### src/rtl/core/rc_frame_receiver_decoder_core_assert.svh
// Assertion macros shared by the RC frame receiver and decoder RTL.
`ifndef RC_FRAME_RECEIVER_DECODER_CORE_ASSERT_SVH
`define RC_FRAME_RECEIVER_DECODER_CORE_ASSERT_SVH

// Same-cycle implication, checked on every rising edge out of reset.
`define RCFRD_ASSERT_NOW(lbl, ante, cons, msg) \
  lbl: assert property (@(posedge clk) disable iff (!rst_n) (ante) |-> (cons)) \
    else $error(msg);

// Next-cycle implication, checked on every rising edge out of reset.
`define RCFRD_ASSERT_NEXT(lbl, ante, cons, msg) \
  lbl: assert property (@(posedge clk) disable iff (!rst_n) (ante) |=> (cons)) \
    else $error(msg);

`endif

### src/rtl/core/rcfrd_pkg.sv
// Package: item types, latch state type and constants of the RC frame decoder.
`default_nettype none
package rcfrd_pkg;

  // Frame layout
  localparam logic [2:0] PAYLOAD_LEN = 3'd5;

  // Thrust code that arms remote mode
  localparam logic [15:0] ARM_THRUST = 16'h8000;

  // Offset removed from the stick bytes
  localparam logic [7:0] STICK_MID = 8'h80;

  // Register reset values
  localparam logic [7:0]  START_MARKER_RST  = 8'h66;
  localparam logic [7:0]  END_MARKER_RST    = 8'h99;
  localparam logic [15:0] ARM_LIMIT_RST     = 16'd10000;
  localparam logic [15:0] DISARM_LIMIT_RST  = 16'd256;

  // Register indexes (byte address / 4)
  localparam logic [1:0] REG_START_MARKER = 2'd0;
  localparam logic [1:0] REG_END_MARKER   = 2'd1;
  localparam logic [1:0] REG_ARM_LIMIT    = 2'd2;
  localparam logic [1:0] REG_DISARM_LIMIT = 2'd3;

  // Input item
  typedef struct packed {
    logic       action;
    logic [7:0] rx_byte;
  } in_item_t;

  // Result item
  typedef struct packed {
    logic signed [7:0]  roll_quarter_deg;
    logic signed [7:0]  pitch_quarter_deg;
    logic signed [11:0] yaw_tenth_deg;
    logic [15:0]        thrust_value;
    logic               remote_mode;
    logic               flight_key;
    logic               land_key;
    logic               stop_flag;
    logic               fly_mode_bit;
  } out_item_t;

  // Mode switch and key latches
  typedef struct packed {
    logic mode;
    logic flight;
    logic land;
    logic stop;
  } latch_t;

endpackage
`default_nettype wire

### src/rtl/core/rcfrd_decode.sv
// Frame decoder: scales the stick bytes and updates mode and key latches.
`default_nettype none
module rcfrd_decode (
  input  wire logic [7:0]         roll_b,
  input  wire logic [7:0]         pitch_b,
  input  wire logic [7:0]         thr_b,
  input  wire logic [7:0]         yaw_b,
  input  wire logic [7:0]         cmd_b,
  input  wire logic [15:0]        prev_thrust,
  input  wire logic [15:0]        arm_limit,
  input  wire logic [15:0]        disarm_limit,
  input  wire rcfrd_pkg::latch_t  lat_cur,
  output rcfrd_pkg::latch_t       lat_nxt,
  output rcfrd_pkg::out_item_t    item
);

  logic [15:0] thrust;

  assign thrust = {thr_b, 8'h00};

  // Mode switch, then key latches
  always_comb begin
    lat_nxt = lat_cur;
    if (thrust == rcfrd_pkg::ARM_THRUST && prev_thrust < arm_limit) begin
      lat_nxt.mode   = 1'b1;
      lat_nxt.flight = 1'b0;
      lat_nxt.land   = 1'b0;
    end else if (thrust == 16'h0000 && prev_thrust > disarm_limit) begin
      lat_nxt.mode = 1'b0;
    end
    if (lat_nxt.mode) begin
      if (cmd_b[0]) begin
        lat_nxt.flight = 1'b1;
        lat_nxt.land   = 1'b0;
      end
      if (cmd_b[1]) begin
        lat_nxt.flight = 1'b0;
        lat_nxt.land   = 1'b1;
      end
      if (cmd_b[2]) begin
        lat_nxt.flight = 1'b0;
        lat_nxt.land   = 1'b0;
        lat_nxt.stop   = 1'b1;
      end else begin
        lat_nxt.stop = 1'b0;
      end
    end else begin
      lat_nxt.flight = 1'b0;
      lat_nxt.land   = 1'b0;
    end
  end

  // Result fields: subtracting 128 from a byte flips its top bit
  always_comb begin
    item.roll_quarter_deg  = roll_b ^ rcfrd_pkg::STICK_MID;
    item.pitch_quarter_deg = pitch_b ^ rcfrd_pkg::STICK_MID;
    item.yaw_tenth_deg     = {yaw_b ^ rcfrd_pkg::STICK_MID, 4'h0};
    item.thrust_value      = thrust;
    item.remote_mode       = lat_nxt.mode;
    item.flight_key        = lat_nxt.flight;
    item.land_key          = lat_nxt.land;
    item.stop_flag         = lat_nxt.stop;
    item.fly_mode_bit      = cmd_b[4];
  end

endmodule
`default_nettype wire

### src/rtl/core/rc_frame_receiver_decoder_core.sv
// Top level of the RC frame receiver and decoder.
`default_nettype none
// Takes one received byte or receive-timeout event per item and deframes
// 8-byte frames: start marker, roll, pitch, thrust, yaw, command, XOR checksum
// of the five payload bytes, end marker. Each good frame yields one result
// item once its end-marker byte is accepted; all other items yield none. An
// item is taken every unstalled cycle: the parser state and the output
// register update in the same cycle. in_stall is raised only when a result
// still waits in the output register under out_stall and the offered byte
// would complete another frame. Markers and thrust limits are APB registers
// at byte addresses 0, 4, 8 and 12; write them only while the block is idle.
module rc_frame_receiver_decoder_core (
  input  wire logic                  clk,
  input  wire logic                  rst_n,
  input  wire logic                  in_valid,
  output logic                       in_stall,
  input  wire rcfrd_pkg::in_item_t   in_data,
  output logic                       out_valid,
  input  wire logic                  out_stall,
  output rcfrd_pkg::out_item_t       out_data,
  input  wire logic                  cfg_psel,
  input  wire logic                  cfg_penable,
  input  wire logic                  cfg_pwrite,
  input  wire logic [3:0]            cfg_paddr,
  input  wire logic [31:0]           cfg_pwdata,
  output logic [31:0]                cfg_prdata,
  output logic                       cfg_pready
);

`include "rc_frame_receiver_decoder_core_assert.svh"

  typedef enum logic [1:0] {PH_HUNT, PH_DATA, PH_CHK, PH_END} phase_t;

  phase_t              phase_r, phase_nxt;
  logic [2:0]          idx_r, idx_nxt;
  logic [7:0]          xor_r, xor_nxt;
  logic [7:0]          store_r [0:4];
  logic [15:0]         prev_thrust_r;
  rcfrd_pkg::latch_t   lat_r, lat_dec;
  logic [7:0]          start_marker_r, end_marker_r;
  logic [15:0]         arm_limit_r, disarm_limit_r;
  logic                out_valid_r, out_valid_nxt;
  rcfrd_pkg::out_item_t out_data_r, dec_item;
  logic                in_fire, emit, emit_fire, cfg_wr, store_we;
  logic [1:0]          cfg_idx;

  // Handshake
  assign emit      = (phase_r == PH_END) && !in_data.action &&
                     (in_data.rx_byte == end_marker_r);
  assign in_stall  = out_valid_r && out_stall && emit;
  assign in_fire   = in_valid && !in_stall;
  assign emit_fire = in_fire && emit;
  assign out_valid = out_valid_r;
  assign out_data  = out_data_r;
  assign out_valid_nxt = emit_fire || (out_valid_r && out_stall);

  // Configuration port
  assign cfg_pready = 1'b1;
  assign cfg_idx    = cfg_paddr[3:2];
  assign cfg_wr     = cfg_psel && cfg_penable && cfg_pwrite && cfg_pready;

  always_comb begin
    unique case (cfg_idx)
      rcfrd_pkg::REG_START_MARKER: cfg_prdata = {24'h0, start_marker_r};
      rcfrd_pkg::REG_END_MARKER:   cfg_prdata = {24'h0, end_marker_r};
      rcfrd_pkg::REG_ARM_LIMIT:    cfg_prdata = {16'h0, arm_limit_r};
      default:                     cfg_prdata = {16'h0, disarm_limit_r};
    endcase
  end

  // Parser next state
  always_comb begin
    phase_nxt = phase_r;
    idx_nxt   = idx_r;
    xor_nxt   = xor_r;
    store_we  = 1'b0;
    if (in_data.action) begin
      phase_nxt = PH_HUNT;
      idx_nxt   = 3'd0;
      xor_nxt   = 8'h00;
    end else begin
      unique case (phase_r)
        PH_HUNT: begin
          if (in_data.rx_byte == start_marker_r) begin
            idx_nxt   = 3'd0;
            xor_nxt   = 8'h00;
            phase_nxt = PH_DATA;
          end
        end
        PH_DATA: begin
          store_we = (idx_r < rcfrd_pkg::PAYLOAD_LEN);
          xor_nxt  = xor_r ^ in_data.rx_byte;
          idx_nxt  = idx_r + 3'd1;
          if (idx_nxt >= rcfrd_pkg::PAYLOAD_LEN) begin
            phase_nxt = PH_CHK;
          end
        end
        PH_CHK: begin
          phase_nxt = (in_data.rx_byte == xor_r) ? PH_END : PH_HUNT;
        end
        default: begin
          phase_nxt = PH_HUNT;
          idx_nxt   = 3'd0;
          xor_nxt   = 8'h00;
        end
      endcase
    end
  end

  // Frame decode
  rcfrd_decode u_decode (
    .roll_b       (store_r[0]),
    .pitch_b      (store_r[1]),
    .thr_b        (store_r[2]),
    .yaw_b        (store_r[3]),
    .cmd_b        (store_r[4]),
    .prev_thrust  (prev_thrust_r),
    .arm_limit    (arm_limit_r),
    .disarm_limit (disarm_limit_r),
    .lat_cur      (lat_r),
    .lat_nxt      (lat_dec),
    .item         (dec_item)
  );

  // Control state, configuration and latches
  always_ff @(posedge clk) begin
    if (!rst_n) begin
      phase_r        <= PH_HUNT;
      idx_r          <= 3'd0;
      xor_r          <= 8'h00;
      prev_thrust_r  <= 16'h0000;
      lat_r          <= '0;
      out_valid_r    <= 1'b0;
      start_marker_r <= rcfrd_pkg::START_MARKER_RST;
      end_marker_r   <= rcfrd_pkg::END_MARKER_RST;
      arm_limit_r    <= rcfrd_pkg::ARM_LIMIT_RST;
      disarm_limit_r <= rcfrd_pkg::DISARM_LIMIT_RST;
    end else begin
      out_valid_r <= out_valid_nxt;
      if (in_fire) begin
        phase_r <= phase_nxt;
        idx_r   <= idx_nxt;
        xor_r   <= xor_nxt;
      end
      if (emit_fire) begin
        prev_thrust_r <= dec_item.thrust_value;
        lat_r         <= lat_dec;
      end
      if (cfg_wr) begin
        unique case (cfg_idx)
          rcfrd_pkg::REG_START_MARKER: start_marker_r <= cfg_pwdata[7:0];
          rcfrd_pkg::REG_END_MARKER:   end_marker_r   <= cfg_pwdata[7:0];
          rcfrd_pkg::REG_ARM_LIMIT:    arm_limit_r    <= cfg_pwdata[15:0];
          default:                     disarm_limit_r <= cfg_pwdata[15:0];
        endcase
      end
    end
  end

  // Payload bytes and result register
  always_ff @(posedge clk) begin
    if (in_fire && store_we) begin
      store_r[idx_r] <= in_data.rx_byte;
    end
    if (emit_fire) begin
      out_data_r <= dec_item;
    end
  end

  // Checks
  `RCFRD_ASSERT_NEXT(a_emit_gives_result, emit_fire, out_valid_r,
    "good frame did not load the result register")
  `RCFRD_ASSERT_NOW(a_data_index, phase_r == PH_DATA, idx_r < rcfrd_pkg::PAYLOAD_LEN,
    "payload index out of range while collecting payload")
  `RCFRD_ASSERT_NOW(a_chk_index, phase_r == PH_CHK, idx_r == rcfrd_pkg::PAYLOAD_LEN,
    "checksum phase entered before five payload bytes")
  `RCFRD_ASSERT_NOW(a_stop_clears_keys, out_valid_r && out_data_r.stop_flag,
    !out_data_r.flight_key && !out_data_r.land_key,
    "stop flag reported together with a key latch")
  `RCFRD_ASSERT_NEXT(a_timeout_hunts, in_fire && in_data.action,
    phase_r == PH_HUNT && idx_r == 3'd0 && xor_r == 8'h00,
    "timeout did not return the parser to hunting")

endmodule
`default_nettype wire
### config.mk
export PLATFORM = sky130hd
export DESIGN_NAME = rc_frame_receiver_decoder_core
export DESIGN_NICKNAME = d
export VERILOG_FILES = /design/src/rtl/core/rcfrd_pkg.sv /design/src/rtl/core/rcfrd_decode.sv /design/src/rtl/core/rc_frame_receiver_decoder_core.sv
export VERILOG_INCLUDE_DIRS = /design/src /design/src/rtl/core
export SDC_FILE = /design/constraint.sdc
export NUM_CORES = 1
export LEC_CHECK = 0
export ABC_AREA = 1
export BUFFER_PORTS_ARGS = -buffer_cell sky130_fd_sc_hd__buf_2
export CAP_MARGIN = 40
export CORE_MARGIN = 4
export CORE_UTILIZATION = 45
export DETAILED_ROUTE_END_ITERATION = 12
export PLACE_DENSITY = 0.73
export SLEW_MARGIN = 20
export SYNTH_ARGS = -nofsm -noshare
export SYNTH_HDL_FRONTEND = slang
export SYNTH_SLANG_ARGS = --single-unit
### constraint.sdc
create_clock -name clk -period 5 [get_ports clk]
set_input_delay 1 -clock clk [delete_from_list [all_inputs] [get_ports clk]]
set_output_delay 1 -clock clk [all_outputs]
set_load 0.05 [all_outputs]
-- Word level (Yosys, flattened, before mapping)
Memory sizes are Yosys's and may differ from the RTL's.
Index checks and enable logic that the tools add are counted.
- output and inout bits: 84
- bits in registers: 111
- logic and storage cells: 94
- memories kept: 1
- bits in writable memories: 40
- bitwise logic cells: 5
- $add $sub $neg: 1
- mux-type cells: 25
- $lt $le $gt $ge: 4
- reduce and logical (&&, ||, !) cells: 24
- equality and inequality tests: 12
- memories (memory ; words ; width ; rd ports ; clocked after Yosys merged registers in ; write ports ; line ; source):
    store_r ; 5 ; 8 ; 5 ; 0 ; 1 ; rc_frame_receiver_decoder_core.sv:37 ; logic [7:0] store_r [0:4];
- operators by type and width (cell ; number):
    $pmux 16 s3 ; 1
    $eq 8x8->1 ; 3
    $pmux 8 s3 ; 1
    $mux 2 ; 9
    $gt 16x16->1 ; 1
    $logic_not 16->1 ; 1
    $lt 16x16->1 ; 1
    $mux 8 ; 2
    $logic_and 1x1->1 ; 11
    $pmux 3 s3 ; 1
    $eq 8x8->1 const B ; 1
    $mux 1 ; 8
    $reduce_and 2->1 ; 4
    $xor 8x8->8 ; 1
    $eq 2x2->1 const B ; 3
    $mux 3 ; 2
    $ne 3x3->1 const B ; 2
    $pmux 2 s3 ; 1
    $reduce_and 3->1 ; 2
    $eq 2x1->1 const B ; 2
    $logic_not 2->1 ; 2
    $not 1->1 ; 4
    $add 3x1->3 const B ; 1
    $ge 3x3->1 const B ; 1
    5 further kinds ; 6

-- Depth between registers and ports, before layout
- depth after elaboration: 9
- depth in mapped cells: 15
- mapped depth without buffers: 15

-- Hierarchy
Synthesis repeated with hierarchy kept, for this count alone.
- cells, all modules: 904
- area total of the unflattened synthesis: 7987.7 µm²
- by module, submodules not included (module ; area an instance (µm²) ; times used ; cells each):
    rc_frame_receiver_decoder_core ; 6661.4 ; 1 ; 690
    rcfrd_decode ; 1326.3 ; 1 ; 214

-- Least setup slack after synthesis
No wires, ideal clock.
- kind: input -> output
- start point: input cfg_paddr[3]
- end point: output cfg_prdata[4]
- arrival: 2.354 ns
- setup slack: 1.646 ns
- buffers on the path: 1
- stages on the path: 5
- required time: 4.000 ns
- path through: inv_1 > nor2_1 > inv_1 > clkbuf_1 > o2111ai_1
- word-level cells in the longest chain between the ends: 2
- ends and longest elaborated chain (item ; line ; source):
    start, declared ; rc_frame_receiver_decoder_core.sv:24 ; input wire logic [3:0] cfg_paddr,
    $eq 2x2->1, or another cell as far along ; rc_frame_receiver_decoder_core.sv:63 ; unique case (cfg_idx)
    $pmux 16 s3 (*) ; rc_frame_receiver_decoder_core.sv:63 ;
    end, declared ; rc_frame_receiver_decoder_core.sv:26 ; output logic [31:0] cfg_prdata,
Mark *: on every way between the ends. The rest lies on a longest branch, timed or not.

-- Worst setup path after layout
- start point: input cfg_paddr[3]
- end point: output cfg_prdata[6]
The elaborated chain is that of the path after synthesis.

==> impl_metrics.ini <==
[cells_and_area]
num-nets-final = 870
mostFrequentLayoutCell = nand2_1
layout_common_cells = 156 x nand2_1, 92 x buf_2, 86 x nor2_1
area_delta_synth_final_pct = 16.5
drive_gt1_share_pct = 17.0
diodes = 0
finalNonFillerCells = 993

[cts]
cts_root_buffer = clkbuf_16
clk_pin_slew_worst_paths_ps = 60
clock_sinks = 147
cts.repair.resized = 0
cts_tree = yes
cts_inserted_buffers = 17
cts_hold_buffers = 0
cts_max_level = 4
cts_buffer_depth = 2
clock_latency_ps = 420
postCtsSetupRepairBufs = 0

[power_and_ir_drop]
p_leak_nw = 3.32
p_per_area_mw_per_mm2 = 360
peakVddDrop_uv = 213

[detailed_routing]
via_count = 4861
wire_per_inst_um = 14.2
dr.pass1.iters = 4
antenna_left = 0
totalWireLength_um = 14100
via_per_inst = 4.90
drt_iter0_drc = 318
drcViolationCount = 0

[synthesis]
synth_cell_types = 31
synthFlopType = dfxtp_1
ys_seq_area_share_pct = 56.6
ys_ff_latch = 147
syn_inst = 709
ys_async_sr_fraction_pct = 0
synth_area_per_cell_sq_um = 9.16
syn-cell-area_sq_mm = 0.00649
ys_warn_count = 0
synth_edf_count = 73

[setup_path]
r2r_cells = 7
r2r-start = end_marker_r[3]
r2r_slack_ps = 2640
arrival_ps = 2330
critPathCaptureType = output port
start_kind = input pin
slowest_stage = o2111ai_1
max_stage_delay_ps = 330
cp.required_ps = 4000
crit_type = in2out
reg2reg_to = out_data[38]
path_max_fanout = 14
path_cells = buf_2 -> inv_1 -> nor2_1 -> inv_1 -> o2111ai_1 -> buf_2

[sta]
fin_skew_ps = 8.11
fmax_mhz = 300
worst_pin_slew_ps = 699
fin_setup_tns_ps = 0
fin_ws_ps = 1670
post-route-min-period_ps = 3330
slew_headroom_pct = 53.2
setup-violations-final = 0
finalHoldViolCount = 0
rsz0062_at_grt = no
drv_slew = 0
finalCritPeriodShare_pct = 66.6

[floorplanning]
die_area_sq_mm = 0.0164
core_area_sq_mm = 0.0140
rows = 43
io_pins = 136
fp.dieW_um = 128
initial_core_util_pct = 46.4
die_h_um = 128

[place]
post-place-ws_ps = 1710
hpwl_um = 10000
place.gp.congestion = 0.848
dp.cells = 961
port_buffers = 88

[hold_path]
hp-start = store_r[1][1]
holdCritPathClass = reg2reg
hold_path_depth = 0
hold_end = out_data[34]

[global_route]
grt.overflow.total = 0
grt_max_degree = 47
grt_usage_pct = 17.5
grt_pass1_vias = 4529
grt_pass1_wl_um = 22200
antenna_found_initial = 0

[job]
timing.max_cap.violations = 0

[status]
status = complete, no violations
## layout make-up
class	instances	area, sq um
fillers	1285	6420
flip-flops and latches	147	3670
multi-input cells	458	2290
repair buffers	95	508
clock buffers	21	470
inverters	81	304
well taps	180	225
clock inverters	11	92.6
## through the flow
step / instance area [sq um] / util, % / total power, mW / hold slack (ps)
after global placement: 6940 / 49.6 / 1.56 / 402
final: 7560 / 54.1 / 2.72 / 413
after global routing: 7560 / 54.1 / 2.82 / 420
after CTS: 7560 / 54.1 / 2.74 / 414
after floorplan: 6600 / - / 1.52 / 400
after detailed placement: 7000 / 50.1 / 1.57 / 405
## kinds of logic (layout without fill, tap and decap cells)
group / Yosys count / after routing / synth area share [%]
buffers and inverters: 131 / 208 / 9.71
adders and majority gates: 18 / 18 / 3.47
DFF: 147 / 147 / 56.6
and+or+nand+nor: 276 / 276 / 17.0
xor gates and xnor gates: 21 / 21 / 2.83
other: 2 / 29 / 0.116
AOI/OAI and AO/OA: 114 / 114 / 10.3
## layer usage
layer  part of all wire (%)  vias up  GRT usage (%)
met5                      0        -              0
met4                    1.9        0           7.80
met3                    5.2       19           4.08
met2                     50      122           29.5
met1                     43     2271           21.4
li1                       -     2449              -
## worst max-delay path by stage
| stage | start | end | slack, ps | depth (start not counted) |
|---|---|---|---|---|
| 4_1_cts | cfg_paddr[3] | cfg_prdata[6] | 1700 | 6 |
| 5_1_grt | cfg_paddr[3] | cfg_prdata[0] | 1540 | 8 |
| 3_3_place_gp | in_data[2] | lat_r[0] | 1530 | 9 |
| 2_1_floorplan | cfg_paddr[3] | cfg_prdata[4] | 1650 | 5 |
| 6_report | cfg_paddr[3] | cfg_prdata[6] | 1670 | 6 |
| 3_5_place_dp | cfg_paddr[3] | cfg_prdata[6] | 1710 | 6 |
## synth_stat cells, types with 2 or more instances
| master | count | area share [%] |
|---|---|---|
| a21o_1 | 2 | 0.23 |
| a21oi_1 | 31 | 2.4 |
| a21oi_2 | 4 | 0.54 |
| buf_4 | 31 | 3.6 |
| buf_6 | 3 | 0.52 |
| clkbuf_1 | 16 | 0.92 |
| conb_1 | 2 | 0.12 |
| dfxtp_1 | 74 | 23 |
| edfxtp_1 | 73 | 34 |
| ha_1 | 18 | 3.5 |
| inv_1 | 78 | 4.5 |
| inv_2 | 3 | 0.17 |
| nand2_1 | 156 | 9.0 |
| nand3_1 | 14 | 1.1 |
| nand4_1 | 5 | 0.48 |
| nor2_1 | 86 | 5.0 |
| nor2_2 | 2 | 0.19 |
| nor3_1 | 9 | 0.69 |
| o2111ai_1 | 6 | 0.81 |
| o211ai_1 | 9 | 1.0 |
| o21ai_0 | 40 | 3.1 |
| o21ai_1 | 3 | 0.23 |
| o21bai_1 | 8 | 0.92 |
| o22ai_1 | 10 | 0.96 |
| xnor2_1 | 15 | 2.0 |
| xor2_1 | 6 | 0.81 |
## flip-flops by register name (all words and copies together), names as in the netlist
register	cells
arm_limit_r	16
out_data	37
lat_r	4
start_marker_r	8
disarm_limit_r	16
store_r	36
xor_r	8
out_valid	1
end_marker_r	8
phase_r	2
prev_thrust_r	8
idx_r	3
## power by group
| part | leakage (nW) | switching (mW) | internal [mW] |
|---|---|---|---|
| Combinational | 1.80 | 0.185 | 0.0637 |
| Sequential | 1.26 | 0.0135 | 1.28 |
| Clock | 0.267 | 0.500 | 0.682 |
| Total | 3.32 | 0.699 | 2.03 |
## critical path: cells and delay by family
kind / cells / cell delay (ps)
AOI/OAI and AO/OA: 1 / 330
and+or+nand+nor: 1 / 220
buffers and inverters: 4 / 770
(Power assumes the default switching activity.)
